<file path="src/rtl/vdd_pkg.sv">
// ----------------------------------------------------------------------------
// vdd_pkg
// Types and the step function shared by the distance and direction pipeline.
// ----------------------------------------------------------------------------
package vdd_pkg;

    localparam int COORD_W   = 32;
    localparam int DIFF_W    = COORD_W + 1;
    localparam int RAD_W     = 2 * DIFF_W;
    localparam int ROOT_W    = DIFF_W;
    localparam int REM_W     = ROOT_W + 3;
    localparam int UNIT_FRAC = 30;
    localparam int QUOT_W    = UNIT_FRAC + 1;
    localparam int UNIT_W    = 32;
    localparam int MINL_W    = 16;
    localparam int SQRT_STEPS = ROOT_W;
    localparam int DIV_STEPS  = QUOT_W;

    localparam logic [1:0] REG_MIN_LENGTH = 2'd0;
    localparam logic [15:0] MIN_LENGTH_RESET = 16'd1;

    typedef struct packed {
        logic              valid;
        logic [REM_W-1:0]  rem;
        logic [ROOT_W-1:0] root;
        logic [RAD_W-1:0]  rad;
        logic [DIFF_W-1:0] mx;
        logic [DIFF_W-1:0] my;
        logic              nx;
        logic              ny;
    } sqrt_word_t;

    typedef struct packed {
        logic              valid;
        logic [ROOT_W-1:0] len;
        logic [ROOT_W-1:0] rx;
        logic [ROOT_W-1:0] ry;
        logic              bx;
        logic              by;
        logic [QUOT_W-1:0] qx;
        logic [QUOT_W-1:0] qy;
        logic              nx;
        logic              ny;
    } div_word_t;

    typedef struct packed {
        logic [ROOT_W-1:0] rem;
        logic              qbit;
    } div_step_t;

    function automatic div_step_t div_step(input logic [ROOT_W-1:0] rem,
                                           input logic bring,
                                           input logic [ROOT_W-1:0] len);
        logic [ROOT_W:0] r_s;
        div_step_t res;
        r_s = {rem, bring};
        if (r_s >= {1'b0, len}) begin
            r_s = r_s - {1'b0, len};
            res.qbit = 1'b1;
        end else begin
            res.qbit = 1'b0;
        end
        res.rem = r_s[ROOT_W-1:0];
        return res;
    endfunction

endpackage

</file>
<file path="src/rtl/vdd_div_cell.sv">
// ----------------------------------------------------------------------------
// vdd_div_cell
// One quotient bit of both restoring divisions, registered.
// ----------------------------------------------------------------------------
module vdd_div_cell (
    input  logic               aclk,
    input  logic               aresetn,
    input  logic               en,
    input  vdd_pkg::div_word_t in_word,
    output vdd_pkg::div_word_t out_word
);
    vdd_pkg::div_step_t sx, sy;
    vdd_pkg::div_word_t out_reg;

    assign sx = vdd_pkg::div_step(in_word.rx, in_word.bx, in_word.len);
    assign sy = vdd_pkg::div_step(in_word.ry, in_word.by, in_word.len);

    always_ff @(posedge aclk) begin
        if (!aresetn) begin
            out_reg.valid <= 1'b0;
        end else if (en) begin
            out_reg.valid <= in_word.valid;
        end
        if (en) begin
            out_reg.len <= in_word.len;
            out_reg.rx  <= sx.rem;
            out_reg.ry  <= sy.rem;
            out_reg.bx  <= 1'b0;
            out_reg.by  <= 1'b0;
            out_reg.qx  <= {in_word.qx[vdd_pkg::QUOT_W-2:0], sx.qbit};
            out_reg.qy  <= {in_word.qy[vdd_pkg::QUOT_W-2:0], sy.qbit};
            out_reg.nx  <= in_word.nx;
            out_reg.ny  <= in_word.ny;
        end
    end

    assign out_word = out_reg;
endmodule

</file>
<file path="config.mk">
export PLATFORM = sky130hd
export DESIGN_NAME = vdd_div_cell
export DESIGN_NICKNAME = d
export VERILOG_FILES = /design/src/rtl/vdd_pkg.sv /design/src/rtl/vdd_div_cell.sv
export SDC_FILE = /design/constraint.sdc
export NUM_CORES = 1
export LEC_CHECK = 0
export ABC_AREA = 1
export BUFFER_PORTS_ARGS = -buffer_cell sky130_fd_sc_hd__clkbuf_2
export CAP_MARGIN = 20
export CORE_MARGIN = 8
export CORE_UTILIZATION = 40
export CTS_BUF_LIST = sky130_fd_sc_hd__clkbuf_8
export DETAILED_ROUTE_END_ITERATION = 8
export PLACE_DENSITY = 0.75
export SLEW_MARGIN = 20
export SYNTH_ARGS = -nofsm -noshare
export SYNTH_HDL_FRONTEND = slang
export SYNTH_SLANG_ARGS = --single-unit
</file>
<file path="constraint.sdc">
create_clock -name aclk -period 5.05 [get_ports aclk]
set_clock_uncertainty 0.05 [all_clocks]
set_input_delay 1.01 -clock aclk [delete_from_list [all_inputs] [get_ports aclk]]
set_output_delay 1.01 -clock aclk [all_outputs]
set_load 0.01 [all_outputs]
</file>
==> metrics.txt <==
Least-Margin Pin Slew about 0.95 ns; Final ANT Viol Nets 0; final wirelength 38.79 mm; slew margin rel. 36.37%; count of max-cap constraint violations 0; Post-layout nets approximately 2.1k; routed length per placed instance 17.30 µm; power density normalized to cell area ~280 nW/µm²; Via-to-Cell Ratio roughly 4.8; synthesized cell area between 10000 and 15000 µm²; Finished Cell Area approximately 14000 µm²; detailed-router iteration count before antenna repair 6; instance area after placement between 10000 and 15000 µm²; vias in the first global route ~11k; post-layout total power approximately 0.0039 W; post-CTS setup buffers 0; Finish-stage setup viols 0; Remaining DRCs 0; number of H-tree levels 4; total grt overflow 0; share of the yosys chip area belonging to registers between 40 and 50%; crit path capture type flop; height of the chip about 190 µm; post-cts sizing count 0; number of antenna violations at the first check in global routing 2; count of buffers inserted at the top-level ports 330; width of the die 185.5 µm; synthesized area per cell between 7 and 8 µm²; startpoint-to-endpoint class of the critical path input port to flop; leading cell types in the layout, fill and taps excluded sky130_fd_sc_hd__nand2_1 (583), sky130_fd_sc_hd__clkbuf_2 (329), sky130_fd_sc_hd__inv_1 (290); pin count of the biggest net entering global routing about 110; number of standard cells in the layout, taps in and fillers out approximately 2.2k; initial core utilization between 40% and 50%; count of pins over their slew limit 0; final setup TNS 0 ns; yosys warns 0; area of the die 34400 µm²; most common cell after layout, fill and taps aside sky130_fd_sc_hd__nand2_1; Arr. time, crit path between 3 and 4 ns; dominant cells by area after synthesis sky130_fd_sc_hd__edfxtp_1 (43%), sky130_fd_sc_hd__nand2_1 (19%), sky130_fd_sc_hd__inv_1 (9.5%); count of endpoints failing hold in the final timing report 0; I/O pin total 335; TritonCTS buffer count 17; # hold bufs at CTS 0; class of the worst hold path flop to flop; peak fanout along the critical path 35; status completed; leakage power figure about 7.6 nW; data required time of the worst path 5.21 ns; total of flip-flops plus latches after synthesis around 160; gate count after technology mapping around 1.5k; Util after Layout 48.84%; cell count after placement 2210; maximum ir drop on the vdd rail ~0.13 mV; DR vias between 10k and 15k; clock edge transition at the registers on the reported setup and hold paths ~0.10 ns; global-route usage over all layers ~22%; global-route wire length before repair 57.55 mm; routability-driven placement congestion ratio roughly 0.95; kind of start point of the critical path input port; dpl hpwl 32.36 mm; cell taking the most area after synthesis sky130_fd_sc_hd__edfxtp_1; Largest register FFs between 150 and 200; relative area change from synthesis to final layout 21.05%; number of placement rows 62; diode insertion count for antenna repair 0; area share of the leading cell type in the synthesized netlist around 43%; number of DRC markers in iteration 0 between 600 and 700; clock tree from TritonCTS built; Peak Freq roughly 330 MHz; CTS root buf sky130_fd_sc_hd__clkbuf_8; placeable core area 28470 µm²; Netlist cell types 33; source-to-sink clock delay at the later pin of the worst-skew pair around 0.45 ns; Filler Cell Count around 2.9k; post-route minimum period between 3 and 4 ns; fraction of layout cells with a size suffix above 1 ~23%; setup repair after global routing missed its margin false; fin crit share roughly three fifths; maximum root-to-sink buffer count 2; CTS Sinks 164
cell type report:
type,instances,area [µm²],share of cell area (%)
Multi-Input combinational cell,1033,5309,38.18
Sequential cell,164,4915,35.34
Timing Repair Buffer,335,1695,12.19
Inverter,294,1104,7.936
Tap cell,384,480.5,3.455
Clock buffer,17,234.0,1.683
Clock inverter,15,168.9,1.215
synth_stat cells:
cell type / instances
sky130_fd_sc_hd__nor2_4: 2
sky130_fd_sc_hd__or2_2: 4
sky130_fd_sc_hd__nand2_1: 583
sky130_fd_sc_hd__nand3b_1: 17
sky130_fd_sc_hd__nand2_4: 2
sky130_fd_sc_hd__nand3_1: 115
sky130_fd_sc_hd__ha_1: 66
sky130_fd_sc_hd__nor2_2: 7
sky130_fd_sc_hd__nor3_2: 5
sky130_fd_sc_hd__dfxtp_1: 1
sky130_fd_sc_hd__conb_1: 1
sky130_fd_sc_hd__buf_2: 12
sky130_fd_sc_hd__xor2_1: 26
sky130_fd_sc_hd__nand2_2: 9
sky130_fd_sc_hd__fa_1: 2
sky130_fd_sc_hd__inv_1: 290
sky130_fd_sc_hd__nand2_8: 2
sky130_fd_sc_hd__a21o_1: 4
sky130_fd_sc_hd__xnor2_1: 2
sky130_fd_sc_hd__buf_6: 3
sky130_fd_sc_hd__nor3_1: 17
sky130_fd_sc_hd__nor2_1: 73
sky130_fd_sc_hd__nand3_2: 30
sky130_fd_sc_hd__inv_2: 4
sky130_fd_sc_hd__buf_12: 2
sky130_fd_sc_hd__buf_8: 1
sky130_fd_sc_hd__nand4_1: 7
sky130_fd_sc_hd__and3_1: 2
sky130_fd_sc_hd__a21oi_1: 43
sky130_fd_sc_hd__edfxtp_1: 163
sky130_fd_sc_hd__o21ai_0: 3
sky130_fd_sc_hd__buf_4: 2
sky130_fd_sc_hd__and2_1: 10
kinds of logic (layout without fill, tap and decap cells):
kind of cell    count (synthesis)  count (layout)  synth area share [%]
simple gates                  885             885                 34.21
buf+inv                       314             661                 11.03
flops                         164             164                 42.78
fa+ha+maj                      68              68                 7.537
compound gates                 50              50                 2.266
xor+xnor                       28              28                 2.135
other cells                     1               2               0.03264
where the power goes:
group          switching [W]  internal [W]
sequential         0.0000406       0.00168
combinational       0.000744      0.000399
clock               0.000540      0.000454
total                0.00132       0.00253
worst paths after layout:
path	to	slack (ns)	cells past startpoint	startpoint
hold reg to reg	out_word[165]	0.54	2	out_word[165]
setup reg to reg	out_word[165]	4.30	2	out_word[165]
hold / removal	out_word[165]	0.54	2	out_word[165]
setup / recovery	out_word[79]	1.99	15	in_word[140]
layer usage:
layer / GRT usage (%) / vias up / share of wire (%)
li1: - / 5413 / -
met3: 5.056 / 59 / 8.5
met1: 24.83 / 4925 / 38
met4: 8.035 / 4 / 3.0
met2: 40.27 / 400 / 50
met5: 0 / - / 0.070
critical path: stages:
cell and delay [ns]:
sky130_fd_sc_hd__clkbuf_2 0.10, sky130_fd_sc_hd__inv_1 0.16, sky130_fd_sc_hd__ha_1 0.31, sky130_fd_sc_hd__nand2_1 0.15, sky130_fd_sc_hd__inv_2 0.04, sky130_fd_sc_hd__nand2_1 0.06, sky130_fd_sc_hd__nand2_1 0.10, sky130_fd_sc_hd__inv_2 0.07
sky130_fd_sc_hd__nand3_2 0.11, sky130_fd_sc_hd__nand2_1 0.12, sky130_fd_sc_hd__nand2_2 0.08, sky130_fd_sc_hd__nand2_4 0.38, sky130_fd_sc_hd__nand2_8 0.28, sky130_fd_sc_hd__nand2_1 0.13, sky130_fd_sc_hd__nand2_1 0.10
stage by stage:
| step | setup slack (ns) | hold slack [ns] |
|---|---|---|
| floorplan | 2.336 | 0.5053 |
| global placement | 1.508 | 0.4822 |
| detailed placement | 1.468 | 0.5211 |
| CTS | 1.984 | 0.5431 |
| global route | 1.815 | 0.5721 |
| finish | 1.986 | 0.5365 |
No activity file was read; power rests on OpenSTA's default activity.
