File: config.mk
export PLATFORM = sky130hd
export DESIGN_NAME = vdd_sqrt_cell
export DESIGN_NICKNAME = d
export VERILOG_FILES = /design/src/rtl/vdd_pkg.sv /design/src/rtl/vdd_sqrt_cell.sv
export SDC_FILE = /design/constraint.sdc
export NUM_CORES = 1
export LEC_CHECK = 0
export BUFFER_PORTS_ARGS = -buffer_cell sky130_fd_sc_hd__buf_2
export CORE_AREA = 10 10 150 152
export CTS_BUF_LIST = sky130_fd_sc_hd__clkbuf_4 sky130_fd_sc_hd__clkbuf_8
export DETAILED_ROUTE_END_ITERATION = 10
export DIE_AREA = 0 0 160 162
export HOLD_SLACK_MARGIN = 0.15
export PLACE_DENSITY = 0.79
export SLEW_MARGIN = 20
export SYNTH_ARGS = -nofsm -noshare
export SYNTH_HDL_FRONTEND = slang
export SYNTH_SLANG_ARGS = --single-unit
File: constraint.sdc
create_clock -name aclk -period 4.8 [get_ports aclk]
set_input_delay 0.96 -clock aclk [delete_from_list [all_inputs] [get_ports aclk]]
set_output_delay 0.96 -clock aclk [all_outputs]
set_load 0.01 [all_outputs]
File: src/rtl/vdd_pkg.sv
// ----------------------------------------------------------------------------
// vdd_pkg
// Types and the step function shared by the distance and direction pipeline.
// ----------------------------------------------------------------------------
package vdd_pkg;

    localparam int COORD_W   = 32;
    localparam int DIFF_W    = COORD_W + 1;
    localparam int RAD_W     = 2 * DIFF_W;
    localparam int ROOT_W    = DIFF_W;
    localparam int REM_W     = ROOT_W + 3;
    localparam int UNIT_FRAC = 30;
    localparam int QUOT_W    = UNIT_FRAC + 1;
    localparam int UNIT_W    = 32;
    localparam int MINL_W    = 16;
    localparam int SQRT_STEPS = ROOT_W;
    localparam int DIV_STEPS  = QUOT_W;

    localparam logic [1:0] REG_MIN_LENGTH = 2'd0;
    localparam logic [15:0] MIN_LENGTH_RESET = 16'd1;

    typedef struct packed {
        logic              valid;
        logic [REM_W-1:0]  rem;
        logic [ROOT_W-1:0] root;
        logic [RAD_W-1:0]  rad;
        logic [DIFF_W-1:0] mx;
        logic [DIFF_W-1:0] my;
        logic              nx;
        logic              ny;
    } sqrt_word_t;

    typedef struct packed {
        logic              valid;
        logic [ROOT_W-1:0] len;
        logic [ROOT_W-1:0] rx;
        logic [ROOT_W-1:0] ry;
        logic              bx;
        logic              by;
        logic [QUOT_W-1:0] qx;
        logic [QUOT_W-1:0] qy;
        logic              nx;
        logic              ny;
    } div_word_t;

    typedef struct packed {
        logic [ROOT_W-1:0] rem;
        logic              qbit;
    } div_step_t;

    function automatic div_step_t div_step(input logic [ROOT_W-1:0] rem,
                                           input logic bring,
                                           input logic [ROOT_W-1:0] len);
        logic [ROOT_W:0] r_s;
        div_step_t res;
        r_s = {rem, bring};
        if (r_s >= {1'b0, len}) begin
            r_s = r_s - {1'b0, len};
            res.qbit = 1'b1;
        end else begin
            res.qbit = 1'b0;
        end
        res.rem = r_s[ROOT_W-1:0];
        return res;
    endfunction

endpackage

File: src/rtl/vdd_sqrt_cell.sv
// ----------------------------------------------------------------------------
// vdd_sqrt_cell
// One bit of the digit-by-digit square root, registered.
// ----------------------------------------------------------------------------
module vdd_sqrt_cell (
    input  logic                aclk,
    input  logic                aresetn,
    input  logic                en,
    input  vdd_pkg::sqrt_word_t in_word,
    output vdd_pkg::sqrt_word_t out_word
);
    localparam int RW = vdd_pkg::REM_W;

    logic [RW-1:0] rem_s, trial;
    logic          take;
    vdd_pkg::sqrt_word_t out_reg;

    assign rem_s = {in_word.rem[RW-3:0], in_word.rad[vdd_pkg::RAD_W-1 -: 2]};
    assign trial = {1'b0, in_word.root, 2'b01};
    assign take  = rem_s >= trial;

    always_ff @(posedge aclk) begin
        if (!aresetn) begin
            out_reg.valid <= 1'b0;
        end else if (en) begin
            out_reg.valid <= in_word.valid;
        end
        if (en) begin
            out_reg.rem  <= take ? (rem_s - trial) : rem_s;
            out_reg.root <= {in_word.root[vdd_pkg::ROOT_W-2:0], take};
            out_reg.rad  <= {in_word.rad[vdd_pkg::RAD_W-3:0], 2'b00};
            out_reg.mx   <= in_word.mx;
            out_reg.my   <= in_word.my;
            out_reg.nx   <= in_word.nx;
            out_reg.ny   <= in_word.ny;
        end
    end

    assign out_word = out_reg;
endmodule

==> summary.md, run 1 <==
| Metric | Value |
|---|---|
| CP cell instances | `buf_2, inv_1, ha_1, o21a_2, o311ai_2, a32oi_2, a41oi_4, o211a_4, o31a_4, o211a_4, inv_8, mux2_2` |
| Psw | `1.187 mW` |
| Vias in the first global route | `6340` |
| Mapped Area | `between 8000 and 9000 µm²` |
| Peak VDD IR | `249.0 µV` |
| Critical path class | `input port to flip-flop` |
| Setup TNS | `0 ps` |
| Largest net degree at the start of global routing | `116` |
| Status | `completed` |
| F_max | `0.2751 GHz` |
| Detailed Route WL | `28770 µm` |
| Post-route minimum period | `about 3600 ps` |
| Max reg flops | `between 200 and 250` |
| Worst Hold Path Cells | `2` |
| Flip-flop and latch area | `6056 µm²` |
| Synth Instances | `553` |
| Flop pwr share | `0.477` |
| Height of the die | `about 160 µm` |
| RSZ-0062 raised after global routing | `false` |
| I/O pin count | `411` |
| Die ar. | `25920 µm²` |
| CTS H-tree depth | `2` |
| Post-layout nets | `1230` |
| Multi-input logic area | `2384 µm²` |
| Layout cells sized above 1 | `0.5104` |
| Drt pass-1 iters | `5` |
| Setup Fix Bufs, Post-CTS | `0` |
| Antenna-violating nets left | `0` |
| CP Data Arrival Time | `3900 ps` |
| Count leader, synth | `edfxtp_1` |
| Post-synth EDFFs | `201` |
| FFs w/ async S/R, synth | `0` |
| Worst R2R Setup Slack | `between 4000 and 5000 ps` |
| CTS tree | `yes` |
| MaxCap Viol Count | `0` |
| Gate power share | `0.180` |
| Core ar. | `between 15000 and 20000 µm²` |
| CP startpoint kind | `input port` |
| Relative slew slack | `0.3661` |
| Hold WS | `~550 ps` |
| Vias | `roughly 6300` |
| Reg2reg end | `out_word[203]` |
| Area Overhead vs Synth | `34.26%` |
| CTS buffer count | `35` |
| Overall global routing resource usage | `0.2074` |
| Core Util, Final | `0.6046` |
| Place WS | `648.9 ps` |
| Hold Fails Final Rpt | `0` |
| Starting Density | `0.4503` |
| Worst EP required | `5060 ps` |
| Hold path endpoint | `out_word[203]` |
| Top post-synthesis cells by area | `edfxtp_1 (69%), ha_1 (5.0%), mux2_4 (4.5%), inv_1 (2.0%), xnor2_1 (1.8%)` |
| GR Overflow Total | `0` |
| Pwr/cell area | `a little under 400 nW/µm²` |
| Clock Power Share | `0.343` |
| Clock sinks | `202` |
| Setup Skew | `0 ps` |
| Final setup margin | `1164 ps` |
| Crit. End Element | `flip-flop` |
| CTS max path bufs | `3` |
| Synth cell types | `65` |
| Fill cell total of the finished layout | `1546` |
| Post-CTS Resized | `0` |
| Rows | `51` |
| Most frequent cells after synthesis | `edfxtp_1 (201), inv_1 (47), ha_1 (35), a21oi_1 (30), nand2_1 (27)` |
| Switching Share | `0.2602` |
| 1st-iter DRT viols | `421` |
| WL/cell | `22.46 µm` |
| Final setup vio count | `0` |
| Yosys top cell area share | `0.6910` |
| Hold path start | `out_word[203]` |
| Final slew viol count | `0` |
| Dominant synthesized flop cell | `edfxtp_1` |
| DIE WIDTH | `160 µm` |
| Cell repeated most along the worst path | `o211a_4` |
| Number of synthesized register bits | `202` |
| FF-to-FF path depth | `2` |
| Seq/Total Area, Yosys | `0.6933` |
| Cell internal pwr | `3.375 mW` |
| RePlAce Congestion | `0.9314` |
| R2R Path Start | `out_word[203]` |
| CP max stage delay | `380 ps` |
| Clock tree root driver cell | `clkbuf_8` |
| Average size of a mapped cell | `15.79 µm²` |
| Hold_buf cts | `0` |
| Worst min path class | `flip-flop to flip-flop` |
| Fin crit share | `0.7574` |
| Worst slew pin tran | `950.9 ps` |
| DR vias/cell | `a little under 5` |
| Worst-path maximum fanout | `35` |
| Largest area contributor in the netlist | `edfxtp_1` |
| Leakage Power | `5.289 nW` |
| Critical path's slowest cell | `mux2_2` |
| Worst-Skew Late Latency | `510 ps` |
| YS warnings | `0` |
| Post-DP HPWL | `22990 µm` |
| Initial antenna violation count | `5` |
| First-pass GRT wire length | `40700 µm` |
| Port Buffer Count | `406` |
| Reg clk slew, reported paths | `60 ps` |
| Drt drc | `0` |
-- cell usage in the layout, fill, tap and decap left out, drive strengths merged, types with 3 or more instances in the layout --
cell type and n:
buf 407, edfxtp 201, inv 50, clkbuf 45, ha 35, mux2 31, a21oi 30, nand2 27
o21ai 19, xnor2 18, nor2 15, xor2 13, clkinv 13, a21o 10, nand3 9, nor3 7
nand4 7, o21a 7, and3 6, o211ai 5, o21bai 4, mux2i 4, or2 4, and2 4
diode 3, nor2b 3, o211a 3
-- power groups by stage --
stage	logic, mW	clock network, mW	registers (mW)
floorplan	0.351	0	2.31
global placement	0.813	0	2.20
detailed placement	0.826	0	2.21
CTS	0.830	1.61	2.18
global route	0.881	1.69	2.19
finish	0.819	1.57	2.18
-- routing by layer --
layer / GRT usage / share of wire / vias to the layer above
met4: 0.06594 / 0.026 / 6
li1: - / - / 2973
met1: 0.2148 / 0.35 / 3012
met2: 0.3783 / 0.53 / 296
met3: 0.07988 / 0.087 / 53
met5: 0 / 0.0012 / -
-- worst max-delay path: cells and delay by family --
kind / cells / cell delay [ps]
AO/OA/AOI/OAI: 7 / 1780
multiplexers: 1 / 380
adder cells (fa/ha/maj): 1 / 360
buffers and inverters: 3 / 390
-- layout make-up --
class	count	share of cell area
multi-input combinational	293	0.2032
tap	265	0.02827
clock buffer	44	0.04684
clock inverter	18	0.01227
sequential	202	0.5164
antenna	3	0.0006401
timing repair buffer	408	0.1764
inverter	48	0.01600
-- cell families after synthesis --
logic type                 Yosys count  synth area share
adders and majority gates           35           0.05014
buffers and inverters               59           0.03424
and+or+nand+nor                     91           0.05300
DFF                                202            0.6933
muxes                               35           0.05572
AOI/OAI and AO/OA                   99           0.08208
other                                1         0.0004293
xor gates and xnor gates            31           0.03108
-- worst max-delay path by stage --
stage	start	end	slack (ps)	cells after the start
floorplan	in_word[135]	out_word[174]	1150	12
global placement	in_word[134]	out_word[170]	690	12
detailed placement	in_word[134]	out_word[172]	650	12
CTS	in_word[134]	out_word[173]	1190	12
global route	in_word[134]	out_word[173]	1090	12
finish	in_word[135]	out_word[173]	1160	12
-- metrics by stage --
step | power [mW] | instances | instance area [µm²]
after floorplan | 2.661 | 554 | 8738
after global placement | 3.017 | 1216 | 11030
after detailed placement | 3.038 | 1216 | 11030
after CTS | 4.615 | 1278 | 11720
after global routing | 4.759 | 1279 | 11720
final | 4.562 | 1281 | 11730
Note: power is estimated with default switching activity, not from simulation.
==> run 2: changes to the inputs <==
Clock period 4.8 ns to 3.6 ns, I/O delays scaled along.
==> run 2 against run 1 <==
  * Global-route usage increased by 0.23 points
  * First-iteration DRC count decreased by 15%
  * Hold slack got worse by 170 ps
  * Critical endpoint is now out_word[182]
  * Largest power group unchanged
==> summary.md, run 2 (synthesis results as in run 1) <==
| Metric | Value |
|---|---|
| Status | `completed` |
| Most frequent cells in the layout | `buf_2 (405), edfxtp_1 (201), inv_1 (47)` |
| Overall global routing resource usage | `0.2096 (+0.002267)` |
| Max reg flops | `202 (unchanged)` |
| Post-route minimum period | `3085 ps` |
| Post-DP HPWL | `23790 µm (+3.5%)` |
| RSZ-0062 raised after global routing | `false` |
| RePlAce Congestion | `0.9116 (-2.1%)` |
| WL/cell | `22.13 µm (-1.4%)` |
| Rows | `51 (unchanged)` |
| Vias in the first global route | `6602 (+4.1%)` |
| Fill cell total of the finished layout | `1525 (-1.4%)` |
| Worst R2R Setup Slack | `3000 ps (-1170 ps)` |
| Clock sinks | `202 (unchanged)` |
| Drt drc | `0 (unchanged)` |
| Hold Fails Final Rpt | `0 (unchanged)` |
| CTS tree | `yes` |
| Final setup vio count | `0 (unchanged)` |
| Initial antenna violation count | `11 (+6)` |
| Antenna-violating nets left | `0 (unchanged)` |
| Hold WS | `375.5 ps (-172.6 ps)` |
| Area Overhead vs Synth | `37.39%` |
| Hold path start | `in_word[3]` |
| Fin crit share | `0.8568` |
| Reg clk slew, reported paths | `60 ps (about the same)` |
| Critical path class | `input port to flip-flop` |
| Hold path endpoint | `out_word[3]` |
| 1st-iter DRT viols | `358 (-15%)` |
| Worst EP required | `3860 ps (-1200 ps)` |
| Pwr/cell area | `508.4 nW/µm² (+31%)` |
| First-pass GRT wire length | `41190 µm (+1.2%)` |
| CTS max path bufs | `3 (unchanged)` |
| Starting Density | `0.4503 (unchanged)` |
| Crit. End Element | `flip-flop` |
| DR vias/cell | `4.954 (about the same)` |
| MaxCap Viol Count | `0 (unchanged)` |
| Peak VDD IR | `279.6 µV (+12%)` |
| Vias | `6509 (+2.7%)` |
| R2R Path Start | `out_word[203]` |
| CP startpoint kind | `input port` |
| I/O pin count | `411 (unchanged)` |
| Most common cell after layout, fill and taps aside | `buf_2` |
| Die ar. | `25920 µm² (unchanged)` |
| Clock tree root driver cell | `clkbuf_8` |
| CP Data Arrival Time | `3340 ps (-560 ps)` |
| Relative slew slack | `0.5248 (+0.1587)` |
| Largest net degree at the start of global routing | `89 (-23%)` |
| Setup Fix Bufs, Post-CTS | `0 (unchanged)` |
| Worst slew pin tran | `712.8 ps (-238.1 ps)` |
| Setup TNS | `0 ps (unchanged)` |
| CTS H-tree depth | `2 (unchanged)` |
| Worst min path class | `input port to flip-flop` |
| Worst Hold Path Cells | `1 (-1)` |
| Post-layout nets | `1261 (+2.5%)` |
| Hold_buf cts | `0 (unchanged)` |
| Worst-Skew Late Latency | `500 ps (about the same)` |
| Detailed Route WL | `29080 µm (+1.1%)` |
| Setup Skew | `0 ps (unchanged)` |
| Height of the die | `162 µm (unchanged)` |
| GR Overflow Total | `0 (unchanged)` |
| Reg2reg end | `out_word[203]` |
| Leakage Power | `5.452 nW (+3.1%)` |
| Port Buffer Count | `406 (unchanged)` |
| Layout cells sized above 1 | `0.5239 (+0.01358)` |
| FF-to-FF path depth | `2 (unchanged)` |
| Post-CTS Resized | `0 (unchanged)` |
| Worst-path maximum fanout | `12 (-66%)` |
| DIE WIDTH | `160 µm (unchanged)` |
| Core ar. | `19400 µm² (unchanged)` |
| Final slew viol count | `0 (unchanged)` |
| CTS buffer count | `34 (-2.9%)` |
| F_max | `0.3242 GHz` |
| Drt pass-1 iters | `7 (+2)` |
==> run 2: per-stage QoR <==
step           setup slack [ps]  area, µm²  instances  power, mW    util
2_1_floorplan             190.1       8738        554      3.547       -
3_3_place_gp             -1.708      11300       1248      4.077  0.5828
3_5_place_dp             -13.52      11300       1248      4.111  0.5828
4_1_cts                   516.0      11990       1309      6.171  0.6180
5_1_grt                   410.5      11990       1309      6.368  0.6180
6_report                  515.4      12000       1314      6.102  0.6186
==> run 2: final cells by class <==
type	count	area [µm²]	share of cell area
multi-input combinational	293	2384	0.1986
inverter	48	187.7	0.01564
sequential	202	6056	0.5046
clock inverter	10	75.07	0.006256
clock buffer	51	608.1	0.05067
timing repair buffer	440	2346	0.1955
antenna	5	12.51	0.001043
tap	265	331.6	0.02763
==> run 2: how the worst max path moves through the flow <==
stage                            start            end  slack [ps]
after floorplan           in_word[135]  out_word[174]         190
after global placement    in_word[134]  out_word[176]          -2
after detailed placement  in_word[134]  out_word[179]         -10
after CTS                 in_word[135]  out_word[182]         520
after global routing      in_word[134]  out_word[193]         410
final                     in_word[134]  out_word[182]         520
==> run 2: routing by layer <==
layer,up-vias,global-route usage,routed length [µm]
met4,14,0.07513,763
met5,-,0,96
met2,313,0.3806,15320
met3,60,0.07988,2749
li1,3039,-,-
met1,3083,0.2160,10160
==> run 2: report_power, final <==
part | switching (mW) | total (mW) | internal, mW
Sequential | 0.0520 | 2.90 | 2.85
Clock | 0.892 | 2.05 | 1.16
Combinational | 0.617 | 1.15 | 0.534
==> run 2: critical path, stage by stage <==
cell	delay (ps)
buf_2	80
inv_1	40
ha_1	290
and2b_2	170
o311ai_2	110
a32oi_2	340
a41oi_4	180
o211a_4	290
o31a_4	280
o211a_4	260
inv_8	120
buf_12	160
mux2_4	300
==> run 3: changes to the inputs <==
Settings changed: CORE_AREA 10 10 150 152 to 10 10 153 155, DIE_AREA 0 0 160 162 to 0 0 163 165, PLACE_DENSITY 0.79 to 0.76.
Clock period 3.6 ns to 3.8 ns, I/O delays scaled along.
==> run 3 against run 2 <==
  * Setup slack improved by 71 ps
  * Largest cell class unchanged
  * Global-route usage fell by 1.3 points
  * Largest power group unchanged
  * Final cell count fell by 0.61%
  * Sequential share of layout area rose by 0.46 points
  * Clock-buffer cell count fell by 3
  * Core utilization fell by 2.9 points
  * Cell area fell by 0.91%
  * Power fell by 6.2%
  * Routed wire length fell by 2.2%
  * Sequential power fell by 5%
  * Register-to-register slack improved by 190 ps
  * Hold slack improved by 53 ps
==> summary.md, run 3 (synthesis results as in run 1) <==
| Metric | Value |
|---|---|
| Status | `completed` |
| CTS tree | `yes` |
| Clock tree root driver cell | `clkbuf_8` |
| Vias in the first global route | `6505 (-1.5%)` |
| I/O pin count | `411 (unchanged)` |
| CTS H-tree depth | `2 (unchanged)` |
| Most common cell after layout, fill and taps aside | `buf_2` |
| Antenna-violating nets left | `0 (unchanged)` |
| Port Buffer Count | `406 (unchanged)` |
| Relative slew slack | `0.5043 (-0.02046)` |
| Post-CTS Resized | `0 (unchanged)` |
| Max reg flops | `202 (unchanged)` |
| Post-DP HPWL | `23410 µm (-1.6%)` |
| Drt pass-1 iters | `5 (-2)` |
| First-pass GRT wire length | `39840 µm (-3.3%)` |
| Clock sinks | `202 (unchanged)` |
| Critical path class | `input port to flip-flop` |
| DR vias/cell | `4.877 (-1.5%)` |
| Largest net degree at the start of global routing | `92 (+3.4%)` |
| WL/cell | `21.78 µm (-1.6%)` |
| RePlAce Congestion | `0.9573 (+5.0%)` |
| Final slew viol count | `0 (unchanged)` |
| Height of the die | `165 µm (+1.9%)` |
| Layout Cell Area excl Fill | `11890 µm² (-0.91%)` |
| Worst-Skew Late Latency | `490 ps (about the same)` |
| Overall global routing resource usage | `0.1968 (-0.01282)` |
| Setup Skew | `0 ps (unchanged)` |
| Hold_buf cts | `0 (unchanged)` |
| GR Overflow Total | `0 (unchanged)` |
| DIE WIDTH | `163 µm (+1.9%)` |
| Leakage Power | `5.382 nW (-1.3%)` |
| Worst EP required | `4040 ps (+180 ps)` |
| Peak VDD IR | `227.9 µV (-18%)` |
| Most frequent cells in the layout | `buf_2 (405), edfxtp_1 (201), inv_1 (47)` |
| Setup Fix Bufs, Post-CTS | `0 (unchanged)` |
| Worst R2R Setup Slack | `3190 ps (+190 ps)` |
| Initial antenna violation count | `11 (unchanged)` |
| Starting Density | `0.4331 (-0.01721)` |
| Crit. End Element | `flip-flop` |
| Drt drc | `0 (unchanged)` |
| Post-layout nets | `1251 (-0.79%)` |
| F_max | `just over 0.3 GHz` |
| Pwr/cell area | `481.3 nW/µm² (-5.3%)` |
| Reg clk slew, reported paths | `50 ps (about the same)` |
| CTS max path bufs | `3 (unchanged)` |
| Worst min path class | `input port to flip-flop` |
| Hold Fails Final Rpt | `0 (unchanged)` |
| CP Data Arrival Time | `3450 ps (+110 ps)` |
| RSZ-0062 raised after global routing | `false` |
| Worst slew pin tran | `743.5 ps (+30.70 ps)` |
| MaxCap Viol Count | `0 (unchanged)` |
| CP startpoint kind | `input port` |
| Post-route minimum period | `between 3000 and 4000 ps` |
| Final setup vio count | `0 (unchanged)` |
| 1st-iter DRT viols | `307 (-14%)` |
| Die ar. | `26900 µm² (+3.8%)` |
| Rows | `52 (+2.0%)` |
| Fin crit share | `0.8457` |
| Core Util, Final | `0.5896 (-0.02904)` |
| Core ar. | `20170 µm² (+4.0%)` |
| DP Area | `11210 µm² (-0.85%)` |
| Layout cells sized above 1 | `0.5174 (-0.006504)` |
| Setup TNS | `0 ps (unchanged)` |
| Vias | `6370 (-2.1%)` |
| Detailed Route WL | `28440 µm (-2.2%)` |
| Area Overhead vs Synth | `36.14%` |
| Worst-path maximum fanout | `14 (+2)` |
| CTS buffer count | `36 (+5.9%)` |
-- run 3: critical path, stage by stage --
cell and delay, ps:
buf_2 90, inv_1 40, ha_1 290, and2b_2 180, o311ai_2 100, a32oi_2 360, a41oi_4 180, o211a_4 280
o31a_4 280, o211a_4 260, inv_8 130, buf_12 180, mux2_4 310
-- run 3: final cells by class --
type | count | area (µm²)
fill | 1645 | 8278
inverter | 48 | 187.7
sequential | 202 | 6056
multi-input combinational | 293 | 2384
timing repair buffer | 428 | 2243
antenna | 4 | 10.01
tap | 270 | 337.8
clock buffer | 48 | 585.6
clock inverter | 13 | 87.58
-- run 3: worst paths after layout --
| kind | depth (start not counted) | start | endpoint |
|---|---|---|---|
| setup reg to reg | 2 | out_word[203] | out_word[203] |
| hold reg to reg | 2 | out_word[203] | out_word[203] |
| setup / recovery | 13 | in_word[134] | out_word[194] |
| hold / removal | 1 | in_word[114] | out_word[116] |
-- run 3: per-layer routing --
metal | wire length [µm] | up-vias | track usage
met5 | 145 | - | 0
met4 | 679 | 20 | 0.05820
met3 | 2825 | 64 | 0.08290
met2 | 15170 | 275 | 0.3632
met1 | 9621 | 2993 | 0.1974
li1 | - | 3018 | -
-- run 3: report_power, final --
part | total (mW) | switching, mW | internal [mW] | leakage [nW]
clock network | 1.91 | 0.844 | 1.07 | 0.356
logic | 1.06 | 0.575 | 0.490 | 3.05
registers | 2.75 | 0.0458 | 2.70 | 1.98
-- run 3: stage by stage --
stage / hold WS [ps] / worst slack (ps) / cells / power (mW)
final: 428.7 / 586.3 / 1306 / 5.723
after global routing: 391.1 / 472.9 / 1302 / 5.992
after detailed placement: 534.2 / 75.70 / 1241 / 3.869
after floorplan: 538.3 / 350.1 / 554 / 3.361
after global placement: 503.3 / 101.1 / 1241 / 3.843
after CTS: 393.6 / 585.3 / 1302 / 5.797
